## config.mk

```make
export PLATFORM = sky130hd
export DESIGN_NAME = rms_front
export DESIGN_NICKNAME = d
export VERILOG_FILES = /design/src/rtl/rms_pkg.sv /design/src/rtl/rms_front.sv
export SDC_FILE = /design/constraint.sdc
export NUM_CORES = 1
export LEC_CHECK = 0
export BUFFER_PORTS_ARGS = -buffer_cell sky130_fd_sc_hd__buf_2
export CAP_MARGIN = 20
export CORE_ASPECT_RATIO = 1.4
export CORE_MARGIN = 4
export CORE_UTILIZATION = 43
export CTS_CLUSTER_SIZE = 10
export DETAILED_ROUTE_END_ITERATION = 10
export MAX_ROUTING_LAYER = met4
export PLACE_DENSITY = 0.85
export SETUP_SLACK_MARGIN = 0.1
export SYNTH_ARGS = -nofsm -noshare
export SYNTH_HDL_FRONTEND = slang
export SYNTH_SLANG_ARGS = --single-unit
```

## constraint.sdc

```tcl
create_clock -name clk -period 2.7 [get_ports clk]
set_input_delay 0.54 -clock clk [delete_from_list [all_inputs] [get_ports clk]]
set_output_delay 0.54 -clock clk [all_outputs]
set_load 0.01 [all_outputs]
```

## src/rtl/rms_pkg.sv

```systemverilog
// ----------------------------------------------------------------------------
// Range majority package
// Shared constants, the operation code and the command record that passes
// from the front end through the command queue to the execution back end.
// ----------------------------------------------------------------------------
package rms_pkg;

  localparam int POSITIONS_DEF  = 1024;
  localparam int VALUE_BITS_DEF = 16;

  localparam int IDX_IN_W  = 10;
  localparam int VAL_IN_W  = 16;
  localparam int CHG_W     = 10;
  localparam int CNT_OUT_W = 11;

  localparam int QUEUE_DEPTH = 2;

  localparam logic CMD_WRITE = 1'b0;
  localparam logic CMD_QUERY = 1'b1;

  typedef enum logic [2:0] {
    OP_WRITE = 3'b001,
    OP_QUERY = 3'b010,
    OP_BAD   = 3'b100
  } rms_op_t;

  typedef struct packed {
    rms_op_t               op;
    logic [IDX_IN_W-1:0]   first;
    logic [IDX_IN_W-1:0]   last;
    logic [VAL_IN_W-1:0]   value;
  } rms_cmd_t;

endpackage

```

## src/rtl/rms_front.sv

```systemverilog
// ----------------------------------------------------------------------------
// Range majority front end
// Accepts items, clips the query end, flags empty ranges, drops writes beyond
// the array and holds the classified command until the queue takes it.
// ----------------------------------------------------------------------------
module rms_front
  import rms_pkg::*;
#(
  parameter int POSITIONS = POSITIONS_DEF
) (
  input  logic                clk,
  input  logic                rst_n,
  input  logic                in_push,
  input  logic                in_cmd,
  input  logic [IDX_IN_W-1:0] in_first_index,
  input  logic [IDX_IN_W-1:0] in_last_index,
  input  logic [VAL_IN_W-1:0] in_new_value,
  input  logic                hold,
  output logic                in_full,
  input  logic                q_full,
  output logic                q_push,
  output rms_cmd_t            q_cmd
);

  localparam logic [31:0] LAST_POS = 32'(POSITIONS - 1);

  logic     front_valid_r, front_valid_nxt;
  rms_cmd_t front_cmd_r, front_cmd_nxt;
  logic     accept;
  logic     keep;
  logic [IDX_IN_W-1:0] last_clip;

  assign in_full = hold | (front_valid_r & q_full);
  assign accept  = in_push & ~in_full;
  assign q_push  = front_valid_r & ~q_full;
  assign q_cmd   = front_cmd_r;

  always_comb begin
    last_clip = in_last_index;
    if (32'(in_last_index) > LAST_POS) begin
      last_clip = IDX_IN_W'(LAST_POS);
    end
    keep                = 1'b1;
    front_cmd_nxt       = front_cmd_r;
    front_cmd_nxt.first = in_first_index;
    front_cmd_nxt.last  = last_clip;
    front_cmd_nxt.value = in_new_value;
    if (in_cmd == CMD_WRITE) begin
      front_cmd_nxt.op = OP_WRITE;
      // Writes beyond the array are dropped without trace.
      keep = (32'(in_first_index) <= LAST_POS);
    end else if (in_first_index > last_clip) begin
      front_cmd_nxt.op = OP_BAD;
    end else begin
      front_cmd_nxt.op = OP_QUERY;
    end

    front_valid_nxt = front_valid_r & q_full;
    if (accept) begin
      front_valid_nxt = keep;
    end else begin
      front_cmd_nxt = front_cmd_r;
    end
  end

  always_ff @(posedge clk) begin
    if (!rst_n) begin
      front_valid_r <= 1'b0;
    end else begin
      front_valid_r <= front_valid_nxt;
    end
  end

  always_ff @(posedge clk) begin
    front_cmd_r <= front_cmd_nxt;
  end

endmodule

```

==> results_dict.tcl <==
set metrics [dict create \
    grt_setup_unrepaired "false" \
    synth_fp_nets 137 \
    hpwl_microns 2700 \
    end_kind "register" \
    h-tree-depth 2 \
    synth_edf_count 39 \
    drtAntennaViolNets 0 \
    clockBufferDepth 2 \
    synth_area_leaders "edfxtp_1 (77%), ha_1 (8.2%), inv_1 (3.2%), a2111oi_4 (1.8%), a21oi_1 (1.3%)" \
    synth_ff_type "edfxtp_1" \
    post-route-worst-setup-slack_ns 1.02 \
    pre_cts_ws_ns 0.710 \
    synth_top_area_share_pct 76.9 \
    clkSlewWorstSetupHoldPaths_ns 0.07 \
    wl_per_cell_microns 15.5 \
    grt_pass1_wl_microns 5090 \
    synth_cells 85 \
    initial_utilization_pct 44.7 \
    skew_ns 0.00735 \
    cp_data_arrival_time_ns 1.71 \
    status "finished clean" \
    period_minus_slack_ns 1.68 \
    fp-row-count 25 \
    antenna_found_initial 0 \
    cp_max_fo 2 \
    path_class "primary input to register" \
    peakVddDrop_v 0.000414 \
    num_vias 1042 \
    crit_required_ns 2.73 \
    cts_sinks 40 \
    synth_fa_ha_area_share_pct 8.22 \
    ys_warn_count 0 \
    syn_area_per_cell_sq_um 17.9 \
    synthesis.area_sq_um 1520 \
    power_w 0.00133 \
    p_leak_nw 0.947 \
    drc 0 \
    yosys.area_share.simple_pct 3.86 \
    place.gp.congestion 0.831 \
    clk_latency_ns 0.28 \
    start_kind "primary input" \
    tightestPinTransition_ns 0.305 \
    min_path_type "primary input to register" \
    yosysTopAreaCell "edfxtp_1" \
    totalWireLength_microns 3340 \
    overflow 0 \
    setup_tns_ns 0 \
    cts_tree "done" \
    dieArea_sq_um 4570 \
    nNetsFinal 227 \
    grt_pass1_vias 1120 \
    fmax_mhz 595 \
    maxSlewViolCount 0 \
    grtUsageTotal_pct 15.4 \
    finalSetupViolCount 0 \
    die_w_microns 58.3 \
    io_pins 83 \
    cts_hold_buf 0 \
    numCtsBuffers 5 \
    synth.area.mux_share_pct 0 \
    finalHoldViolations 0 \
    cts_root_buf "clkbuf_8" \
    synth_cell_types 17 \
    diodes 0 \
    synth_compound_area_share_pct 6.49 \
    drive_above_1_share_pct 53.4 \
    drt_first_pass_iters 3 \
    async_flop_share_pct 0 \
    grt_max_degree 31 \
    io_buffers 82 \
    routed_via_density 4.82 \
    relSlewSlack_pct 79.7 \
    seq_area_frac_synth_pct 78.2 \
    cts_resized 0 \
    die_y_microns 78.4 \
    areaGrowthSynthToFinish_pct 38.6 \
    drt_iter0_markers 17 \
    synth_top_family_by_area "adder cells" \
    coreArea_sq_um 3410 \
    fin_crit_sh_pct 62.3 \
    max_cap_viol_count 0 \
    powerDensity_nw_per_um2 628 \
    ys_seq_elements 40 \
    postCtsSetupBuffers 0 \
    synth-xor-area-share_pct 0 \
]
[cell usage after synthesis, types with 2 or more instances]
cell / number
edfxtp_1: 39
inv_1: 13
ha_1: 10
a21oi_1: 4
nand2_1: 3
nand4_1: 2
nor2b_1: 2
o21a_1: 2
o21ai_1: 2
[cell type report]
type,count,area [sq um]
tap,40,50.0
timing repair buffer,83,430
multi-input combinational,32,284
clock inverter,3,37.5
fill,277,1300
sequential,40,1190
clock buffer,5,68.8
inverter,13,48.8
[layout by cell type, fill, tap and decap left out]
| cell type | Yosys | final |
|---|---|---|
| edfxtp_1 | 39 | 39 |
| a2111oi_4 | 1 | 1 |
| buf_12 | 0 | 1 |
| a32o_1 | 1 | 1 |
| clkinv_1 | 0 | 2 |
| buf_2 | 0 | 82 |
| a21oi_2 | 1 | 1 |
| bufinv_16 | 0 | 1 |
| a21o_1 | 1 | 1 |
| inv_1 | 13 | 13 |
| nor2_2 | 1 | 1 |
| o21ai_1 | 2 | 2 |
| nand2_1 | 3 | 3 |
| and2_2 | 0 | 1 |
| ha_1 | 10 | 10 |
| dfxtp_1 | 1 | 1 |
| a21oi_1 | 4 | 4 |
| nor3_2 | 1 | 1 |
| nor2b_1 | 2 | 2 |
| nand4_1 | 2 | 2 |
| o21a_1 | 2 | 2 |
| clkbuf_8 | 0 | 5 |
[per-stage QoR]
step	hold WS, ns	utilization, %	area, sq um	std cells
finish	0.430	61.9	2110	216
global route	0.407	61.9	2110	216
CTS	0.418	61.9	2110	216
detailed placement	0.538	58.8	2000	208
global placement	0.512	58.8	2000	208
floorplan	0.497	-	1520	85
[metal layers]
layer	global-route usage (%)	share of wire [%]
met5	-	0
met4	4.87	0.48
met3	3.62	7.0
met2	28.4	57
met1	15.6	36
[cell families after synthesis]
logic type,after synthesis
AOI/OAI and AO/OA,12
adders and majority gates,10
buffers and inverters,13
DFF,40
and+or+nand+nor,10
[worst max-delay path, stage by stage]
cell       delay (ns)
buf_2            0.11
ha_1             0.31
a21oi_1          0.21
o21ai_1          0.14
a2111oi_4        0.33
nor3_2           0.07
[power breakdown]
part           switching (W)  internal, W  leakage (nW)
Clock               0.000194     0.000269        0.0532
Combinational      0.0000772    0.0000653         0.521
Sequential        0.00000657     0.000714         0.373
Total               0.000278      0.00105         0.947
[worst paths after layout]
| check | cells past startpoint | slack (ns) | endpoint | startpoint |
|---|---|---|---|---|
| worst max-delay path | 6 | 1.02 | q_cmd[38] | in_first_index[7] |
| worst min register to register | 2 | 0.56 | front_valid_r | front_valid_r |
| worst min-delay path | 1 | 0.43 | q_cmd[7] | in_new_value[7] |
| worst max register to register | 3 | 1.29 | q_cmd[11] | front_valid_r |
[sequential cells by signal, indices dropped and copies added (netlist names)]
signal / count
q_cmd: 39
front_valid_r: 1
No activity file was read; power rests on OpenSTA's default activity.
