`config.mk`:
```
export PLATFORM = sky130hd
export DESIGN_NAME = rms_queue
export DESIGN_NICKNAME = d
export VERILOG_FILES = /design/src/rtl/rms_pkg.sv /design/src/rtl/rms_queue.sv
export SDC_FILE = /design/constraint.sdc
export NUM_CORES = 1
export LEC_CHECK = 0
export ABC_AREA = 1
export BUFFER_PORTS_ARGS = -buffer_cell sky130_fd_sc_hd__buf_4
export CORE_MARGIN = 4
export CORE_UTILIZATION = 50
export DETAILED_ROUTE_END_ITERATION = 10
export PLACE_DENSITY = 0.77
export RECOVER_POWER = 100
export SLEW_MARGIN = 20
export SYNTH_ARGS = -nofsm -noshare
export SYNTH_HDL_FRONTEND = slang
export SYNTH_SLANG_ARGS = --single-unit
```
`constraint.sdc`:
```
create_clock -name clk -period 3.7 [get_ports clk]
set_input_delay 0.185 -clock clk [delete_from_list [all_inputs] [get_ports clk]]
set_output_delay 0.185 -clock clk [all_outputs]
set_load 0.01 [all_outputs]
```
`src/rtl/rms_pkg.sv`:
```
// ----------------------------------------------------------------------------
// Range majority package
// Shared constants, the operation code and the command record that passes
// from the front end through the command queue to the execution back end.
// ----------------------------------------------------------------------------
package rms_pkg;

  localparam int POSITIONS_DEF  = 1024;
  localparam int VALUE_BITS_DEF = 16;

  localparam int IDX_IN_W  = 10;
  localparam int VAL_IN_W  = 16;
  localparam int CHG_W     = 10;
  localparam int CNT_OUT_W = 11;

  localparam int QUEUE_DEPTH = 2;

  localparam logic CMD_WRITE = 1'b0;
  localparam logic CMD_QUERY = 1'b1;

  typedef enum logic [2:0] {
    OP_WRITE = 3'b001,
    OP_QUERY = 3'b010,
    OP_BAD   = 3'b100
  } rms_op_t;

  typedef struct packed {
    rms_op_t               op;
    logic [IDX_IN_W-1:0]   first;
    logic [IDX_IN_W-1:0]   last;
    logic [VAL_IN_W-1:0]   value;
  } rms_cmd_t;

endpackage

```
`src/rtl/rms_queue.sv`:
```
// ----------------------------------------------------------------------------
// Range majority command queue
// A short first-in first-out queue of classified commands between the front
// end and the back end.
// ----------------------------------------------------------------------------
module rms_queue
  import rms_pkg::*;
(
  input  logic     clk,
  input  logic     rst_n,
  input  logic     push,
  input  rms_cmd_t push_cmd,
  output logic     full,
  input  logic     pop,
  output logic     empty,
  output rms_cmd_t head
);

  localparam int PTR_W = $clog2(QUEUE_DEPTH);
  localparam int CNT_W = $clog2(QUEUE_DEPTH + 1);

  rms_cmd_t         slots_r [QUEUE_DEPTH];
  logic [PTR_W-1:0] wr_ptr_r, wr_ptr_nxt;
  logic [PTR_W-1:0] rd_ptr_r, rd_ptr_nxt;
  logic [CNT_W-1:0] count_r, count_nxt;
  logic             do_push, do_pop;

  assign full    = (count_r == CNT_W'(QUEUE_DEPTH));
  assign empty   = (count_r == '0);
  assign head    = slots_r[rd_ptr_r];
  assign do_push = push & ~full;
  assign do_pop  = pop & ~empty;

  always_comb begin
    wr_ptr_nxt = wr_ptr_r;
    rd_ptr_nxt = rd_ptr_r;
    count_nxt  = count_r;
    if (do_push) begin
      wr_ptr_nxt = (wr_ptr_r == PTR_W'(QUEUE_DEPTH - 1)) ? '0 : wr_ptr_r + PTR_W'(1);
    end
    if (do_pop) begin
      rd_ptr_nxt = (rd_ptr_r == PTR_W'(QUEUE_DEPTH - 1)) ? '0 : rd_ptr_r + PTR_W'(1);
    end
    if (do_push && !do_pop) begin
      count_nxt = count_r + CNT_W'(1);
    end else if (do_pop && !do_push) begin
      count_nxt = count_r - CNT_W'(1);
    end
  end

  always_ff @(posedge clk) begin
    if (!rst_n) begin
      wr_ptr_r <= '0;
      rd_ptr_r <= '0;
      count_r  <= '0;
    end else begin
      wr_ptr_r <= wr_ptr_nxt;
      rd_ptr_r <= rd_ptr_nxt;
      count_r  <= count_nxt;
    end
  end

  always_ff @(posedge clk) begin
    if (do_push) begin
      slots_r[wr_ptr_r] <= push_cmd;
    end
  end

endmodule

```
==> flow_summary_export.csv, run 1 <==
group,metric,value,unit
setup_path,cp-end-kind,"output pin",
finish,final_cell_mix,"edfxtp_1 (78), clkbuf_1 (44), clkbuf_4 (27)",
cts,h-tree-depth,3,
sta,fin_crit,2615,ps
yosys,ys_warn_count,0,
placed_design,place_ws,1830,ps
yosys,syn_inst,159,
floorplanning,io_pins,84,
drt,avgViaCountPerCell,4.931,
finish,nNetsFinal,295,
finish,fin_area,3837,µm²
setup_path,required,3510,ps
drt,remaining_drc_errors,0,
sta,slew_headroom,-0.1628,
setup_path,cp.depth,2,
cts,clk_path_buf_depth,2,
finish,layout_commonest_cell,"edfxtp_1",
finish,antenna_cells,0,
setup_path,regToRegSetupSlack,1450,ps
yosys,syn_nets,203,
sta,worstMarginPinSlew,1742,ps
yosys,synth-simple-area-share,0.02417,
sta,rsz0062_at_grt,"no",
global_route,grt_max_degree,40,
floorplanning,start_util,0.5184,
yosys,syn-cell-area,3105,µm²
setup_path,critPathMaxFanout,39,
setup_path,crit_family,"flip-flops",
cts,cts-resized-gates,0,
status,outcome,"complete, but fails checks",
min_path,hold_class,"in -> reg",
cts,clock_latency,330,ps
cts,cts_setup_buffers,0,
global_route,grt_pass1_wl,7866,µm
setup_path,crit_path_start_kind,"flip-flop",
global_route,gr-total-overflow,0,
drt,vias,1632,
sta,finalCritPeriodShare,0.7069,
yosys,ys_ff_latch,83,
cts,clkTransAtPathRegs,80,ps
drt,drt_iter0_markers,91,
cts,cts_tree,"yes",
sta,fin_ws,1085,ps
setup_path,critPathSlowestCell,"dfxtp_1",
finish,drive_above_1_share,0.3281,
yosys,synth_top_family_by_area,"multiplexers",
placed_design,dp_hpwl,3470,µm
cts,cts.sinks,83,
yosys,synth_fa_ha_area_frac,0.004029,
global_route,antenna_found_initial,0,
cts,cts_buffers,9,
yosys,synth_xor_xnor_area_share,0,
yosys,synthDistinctLibCells,16,
cts,ctsRootBufferMaster,"clkbuf_8",
yosys,muxShareOfSynthArea,0.1535,
setup_path,worst-path-buf-inv,1,
drt,drt_first_pass_iters,4,
setup_path,worstSetupPathType,"reg -> out",
status,violations,"capacitance limit, slew limit",
floorplanning,rows,28,
finish,final_util,0.6406,
global_route,grt_usage,0.1397,
sta,hold_violations,0,
placed_design,port-buffer-count,83,
yosys,synth_compound_area_frac,0.007655,
sta,slew_viol_final,40,
power_and_ir_drop,powerDensity,648.3,nW/µm²
run,cap_violations,1,
drt,ant_nets,0,
drt,totalWireLength,5229,µm
drt,wl_per_cell,15.80,µm
placed_design,gp_congestion,0.7618,
sta,setup-violations-final,0,
power_and_ir_drop,peakVddDrop,0.3429,mV
yosys,avgSynthCellArea,19.53,µm²
power_and_ir_drop,p_leak,1.375,nW
setup_path,max_stage_delay,1490,ps
sta,clock_skew,6.512,ps
floorplanning,dieHeight,86.81,µm
floorplanning,die_area,7536,µm²
sta,fin_setup_tns,0,ps
placed_design,dpl_cell_area,3797,µm²
floorplanning,core_area,5991,µm²
setup_path,crit_chain,"mux2_2 -> clkbuf_1",
finish,synthToLayoutAreaGrowth,23.57,%
setup_path,reg2reg_depth,3,
floorplanning,die_w,86.81,µm
yosys,seq_area_frac_synth,0.7865,
sta,fmax,0.3823,GHz
setup_path,arrival,2430,ps
cts,hold_buffers,0,
global_route,first_global_vias,1668,
min_path,holdPathStages,1,
-- synthesized netlist by cell type, drive strengths merged --
cell type  number  share of area
edfxtp         78           0.75
mux2           39           0.15
nor2           11          0.013
inv             9          0.011
nand2           6         0.0073
dfxtp           5          0.032
buf             4          0.013
o21ai           3         0.0060
a21oi           1         0.0016
ha              1         0.0040
nand3           1         0.0016
nand4           1         0.0020
-- path summary, 6_finish.rpt --
kind,end,from
setup reg to reg,slots_r[0][8],count_r[0]
hold / removal,slots_r[0][38],push_cmd[38]
setup / recovery,head[21],flip-flop
hold reg to reg,flip-flop,rd_ptr_r
-- final cells by class --
type	instances	area [µm²]
Fill cell	459	2153
Inverter	9	33.78
Sequential cell	83	2442
Tap cell	75	93.84
Multi-Input combinational cell	63	550.5
Timing Repair Buffer	85	513.0
Clock inverter	3	65.06
Clock buffer	13	138.9
-- registers in the layout (all words and copies together), names as in the netlist, named ones only --
register and cells:
slots_r 78, wr_ptr_r 1, count_r 2, rd_ptr_r 1
-- stage by stage --
step                power, mW  hold WS (ps)  instances
detailed placement      1.963         373.6        313
global placement        1.946         369.9        313
global route            2.615         32.59        331
CTS                     2.621         17.31        329
floorplan               1.663         283.9        159
finish                  2.488         57.91        331
-- worst reg2reg max path, cell delays in order (launching register included) --
cell and delay [ps]:
dfxtp_1 400, o21ai_0 200, nor2_1 1040, buf_12 290
-- cells by family (layout without fill, tap and decap cells) --
| family | after synthesis | count (layout) |
|---|---|---|
| compound gates | 4 | 4 |
| fa+ha+maj | 1 | 1 |
| buf+inv | 13 | 110 |
| flops | 83 | 83 |
| mux | 39 | 39 |
| simple gates | 19 | 19 |
-- power breakdown --
| group | internal, mW | switching, mW |
|---|---|---|
| clock network | 0.381 | 0.280 |
| logic | 0.268 | 0.293 |
| registers | 1.19 | 0.0793 |
| total | 1.84 | 0.652 |
-- metal layers --
layer  vias to the layer above  track usage  part of all wire
met5                         -            0                 0
met4                         0      0.05099            0.0038
met3                         2      0.04753             0.061
met2                        50       0.2353              0.52
met1                       796       0.1661              0.42
li1                        784            -                 -
No activity file was read; power rests on OpenSTA's default activity.
==> inputs of run 2 (changes only) <==
--- a/config.mk
+++ b/config.mk
@@ -5,7 +5,7 @@
 export SDC_FILE = /design/constraint.sdc
 export NUM_CORES = 1
 export LEC_CHECK = 0
-export ABC_AREA = 1
+export ABC_AREA = 0
 export BUFFER_PORTS_ARGS = -buffer_cell sky130_fd_sc_hd__buf_4
 export CORE_MARGIN = 4
 export CORE_UTILIZATION = 50
==> constraint.sdc (replaced) <==
create_clock -name clk -period 2.6 [get_ports clk]
set_input_delay 0.13 -clock clk [delete_from_list [all_inputs] [get_ports clk]]
set_output_delay 0.13 -clock clk [all_outputs]
set_load 0.01 [all_outputs]
==> flow_summary_export.csv, run 2 <==
group,metric,value,unit
sta,setup-violations-final,0,
global_route,grt_usage,0.1623,
yosys,ys.flop_type,"edfxtp_1",
finish,top_register,"slots_r",
global_route,grt_pass1_wl,8963,µm
finish,multi_input_area,571.8,µm²
yosys,synth_common_cells,"edfxtp_1 (78), mux2_2 (39), dfxtp_1 (5)",
finish,fin_area,4207,µm²
floorplanning,io_pins,84,
drt,avgViaCountPerCell,4.749,
drt,wl_per_cell,15.64,µm
yosys,syn_inst,146,
power_and_ir_drop,peakVddDrop,0.5450,mV
global_route,gr-total-overflow,0,
sta,hold_violations,0,
sta,rsz0062_at_grt,"no",
cts,clkTransAtPathRegs,80,ps
finish,drive_above_1_share,0.3345,
yosys,synth_edf_count,78,
sta,worstMarginPinSlew,1140,ps
cts,clock_latency,340,ps
finish,final_cell_mix,"edfxtp_1 (78), clkbuf_1 (45), dlygate4sd3_1 (39)",
drt,remaining_drc_errors,0,
setup_path,required,2550,ps
cts,cts_buffers,9,
yosys,syn_nets,190,
yosys,yosys.area.top_type,"edfxtp_1",
finish,nNetsFinal,323,
global_route,first_global_vias,1862,
yosys,synthTopCellsByArea,"edfxtp_1 (77%), mux2_2 (14%), dfxtp_1 (3.3%)",
yosys,synth_top_area_frac,0.7701,
finish,antenna_cells,0,
setup_path,r2r-start,"count_r[0]",
sta,slew_viol_final,0,
yosys,synthDistinctLibCells,21,
placed_design,port-buffer-count,83,
sta,fmax,0.4850,GHz
yosys,synth_async_sr_flop_share,0,
floorplanning,rows,28,
floorplanning,die_area,7395,µm²
global_route,antenna_found_initial,0,
power_and_ir_drop,total_power,3.646,mW
yosys,avgSynthCellArea,20.83,µm²
setup_path,worstSetupPathType,"reg -> reg",
floorplanning,die_w,86.00,µm
min_path,hold_class,"in -> reg",
run,cap_violations,0,
cts,ctsRootBufferMaster,"clkbuf_8",
setup_path,regToRegSetupSlack,540,ps
cts,cts_tree,"yes",
sta,fin_setup_tns,0,ps
yosys,synth.most_common_cell,"edfxtp_1",
finish,largest_register_ffs,78,
power_and_ir_drop,p_leak,1.497,nW
setup_path,arrival,2020,ps
sta,fin_crit,2062,ps
sta,slew_headroom,0.2401,
yosys,syn-cell-area,3042,µm²
yosys,seq_area_frac_synth,0.8030,
drt,vias,1705,
placed_design,gp_congestion,0.7591,
yosys,ys_ff_latch,83,
cts,cts.sinks,83,
finish,nFillCells,406,
status,outcome,"finished, final reports clean",
drt,drt_first_pass_iters,4,
placed_design,dpl_cell_area,3784,µm²
sta,finalCritPeriodShare,0.7930,
min_path,hold_start,"rst_n",
finish,reg_top3,"slots_r (78), count_r (2)",
setup_path,critPathMaxFanout,19,
setup_path,crit_path_start_kind,"flip-flop",
min_path,holdPathStages,2,
floorplanning,start_util,0.5137,
finish,synthToLayoutAreaGrowth,38.30,%
finish,layout_commonest_cell,"edfxtp_1",
drt,ant_nets,0,
cts,clk_path_buf_depth,2,
cts,h-tree-depth,3,
drt,drt_iter0_markers,70,
sta,clock_skew,11.90,ps
setup_path,cp-end-kind,"flip-flop",
setup_path,reg2reg_to,"slots_r[0][1]",
floorplanning,dieHeight,86.00,µm
finish,register_area,2442,µm²
floorplanning,core_area,5921,µm²
drt,totalWireLength,5616,µm
yosys,ys_warn_count,0,
min_path,hold_end,"wr_ptr_r",
placed_design,dp_hpwl,3516,µm
global_route,grt_max_degree,33,
setup_path,reg2reg_depth,4,
power_and_ir_drop,powerDensity,866.7,nW/µm²
[run 2: changes by cell type after synthesis, moves of 3 or more]
cell,delta
and2_1,+3
buf_2,+3
inv_1,-8
mux2_2,+10
mux2_4,-10
nand2_1,-6
nor2_1,-9
[run 2: layer usage]
metal  part of all wire  GRT usage  vias up
li1                   -          -      829
met1               0.39     0.1958      809
met2               0.53     0.2768       57
met3              0.063    0.03746       10
met4              0.015    0.07338        0
met5                  0          0        -
[run 2: critical path, stage by stage (launching register included)]
cell and delay (ps):
dfxtp_1 420, nand2b_1 160, inv_1 100, nor3_4 130
clkbuf_1 860
[run 2: worst max-delay path by stage]
stage	startpoint	to	slack, ps
2_1_floorplan	count_r[0]	slots_r[0][0]	10
3_3_place_gp	count_r[0]	slots_r[1][33]	970
3_5_place_dp	count_r[0]	slots_r[1][34]	940
4_1_cts	flip-flop	head[3]	700
5_1_grt	count_r[0]	slots_r[0][5]	390
6_report	count_r[0]	slots_r[0][1]	540
[run 2: final cells by class]
cell class	instances	area share
clock buffer	9	0.02945
sequential	83	0.5806
clock inverter	7	0.01963
tap	75	0.02231
multi-input combinational	57	0.1359
inverter	2	0.001785
timing repair buffer	126	0.2103
[run 2: power breakdown]
part           internal (mW)  leakage [nW]  switching, mW  total (mW)
sequential              1.68         0.770         0.0668        1.75
clock                  0.529         0.108          0.420       0.949
combinational          0.448         0.620          0.498       0.947
[run 2: timing repair]
item	in CTS	in global routing
endpoints found under the hold margin	78	0
hold buffers	39	0
setup buffers	0	0
gates resized for setup	0	0
[run 2: stage by stage]
stage                     cells  hold WS [ps]  setup slack, ps    util
after floorplan             146         228.9            13.44       -
after global placement      304         315.5            967.6  0.6391
after detailed placement    304         318.9            940.7  0.6391
after CTS                   359         18.66            702.5  0.7399
after global routing        359         14.42            393.0  0.7105
final                       359         29.39            538.2  0.7105
[run 2: kinds of logic (layout without fill, tap and decap cells)]
group | after synthesis | count (layout) | synth area share
compound gates | 5 | 5 | 0.01069
xor+xnor | 3 | 3 | 0.008640
fa+ha+maj | 1 | 1 | 0.004113
buf+inv | 6 | 144 | 0.01110
flops | 83 | 83 | 0.8030
mux | 39 | 39 | 0.1444
simple gates | 9 | 9 | 0.01811
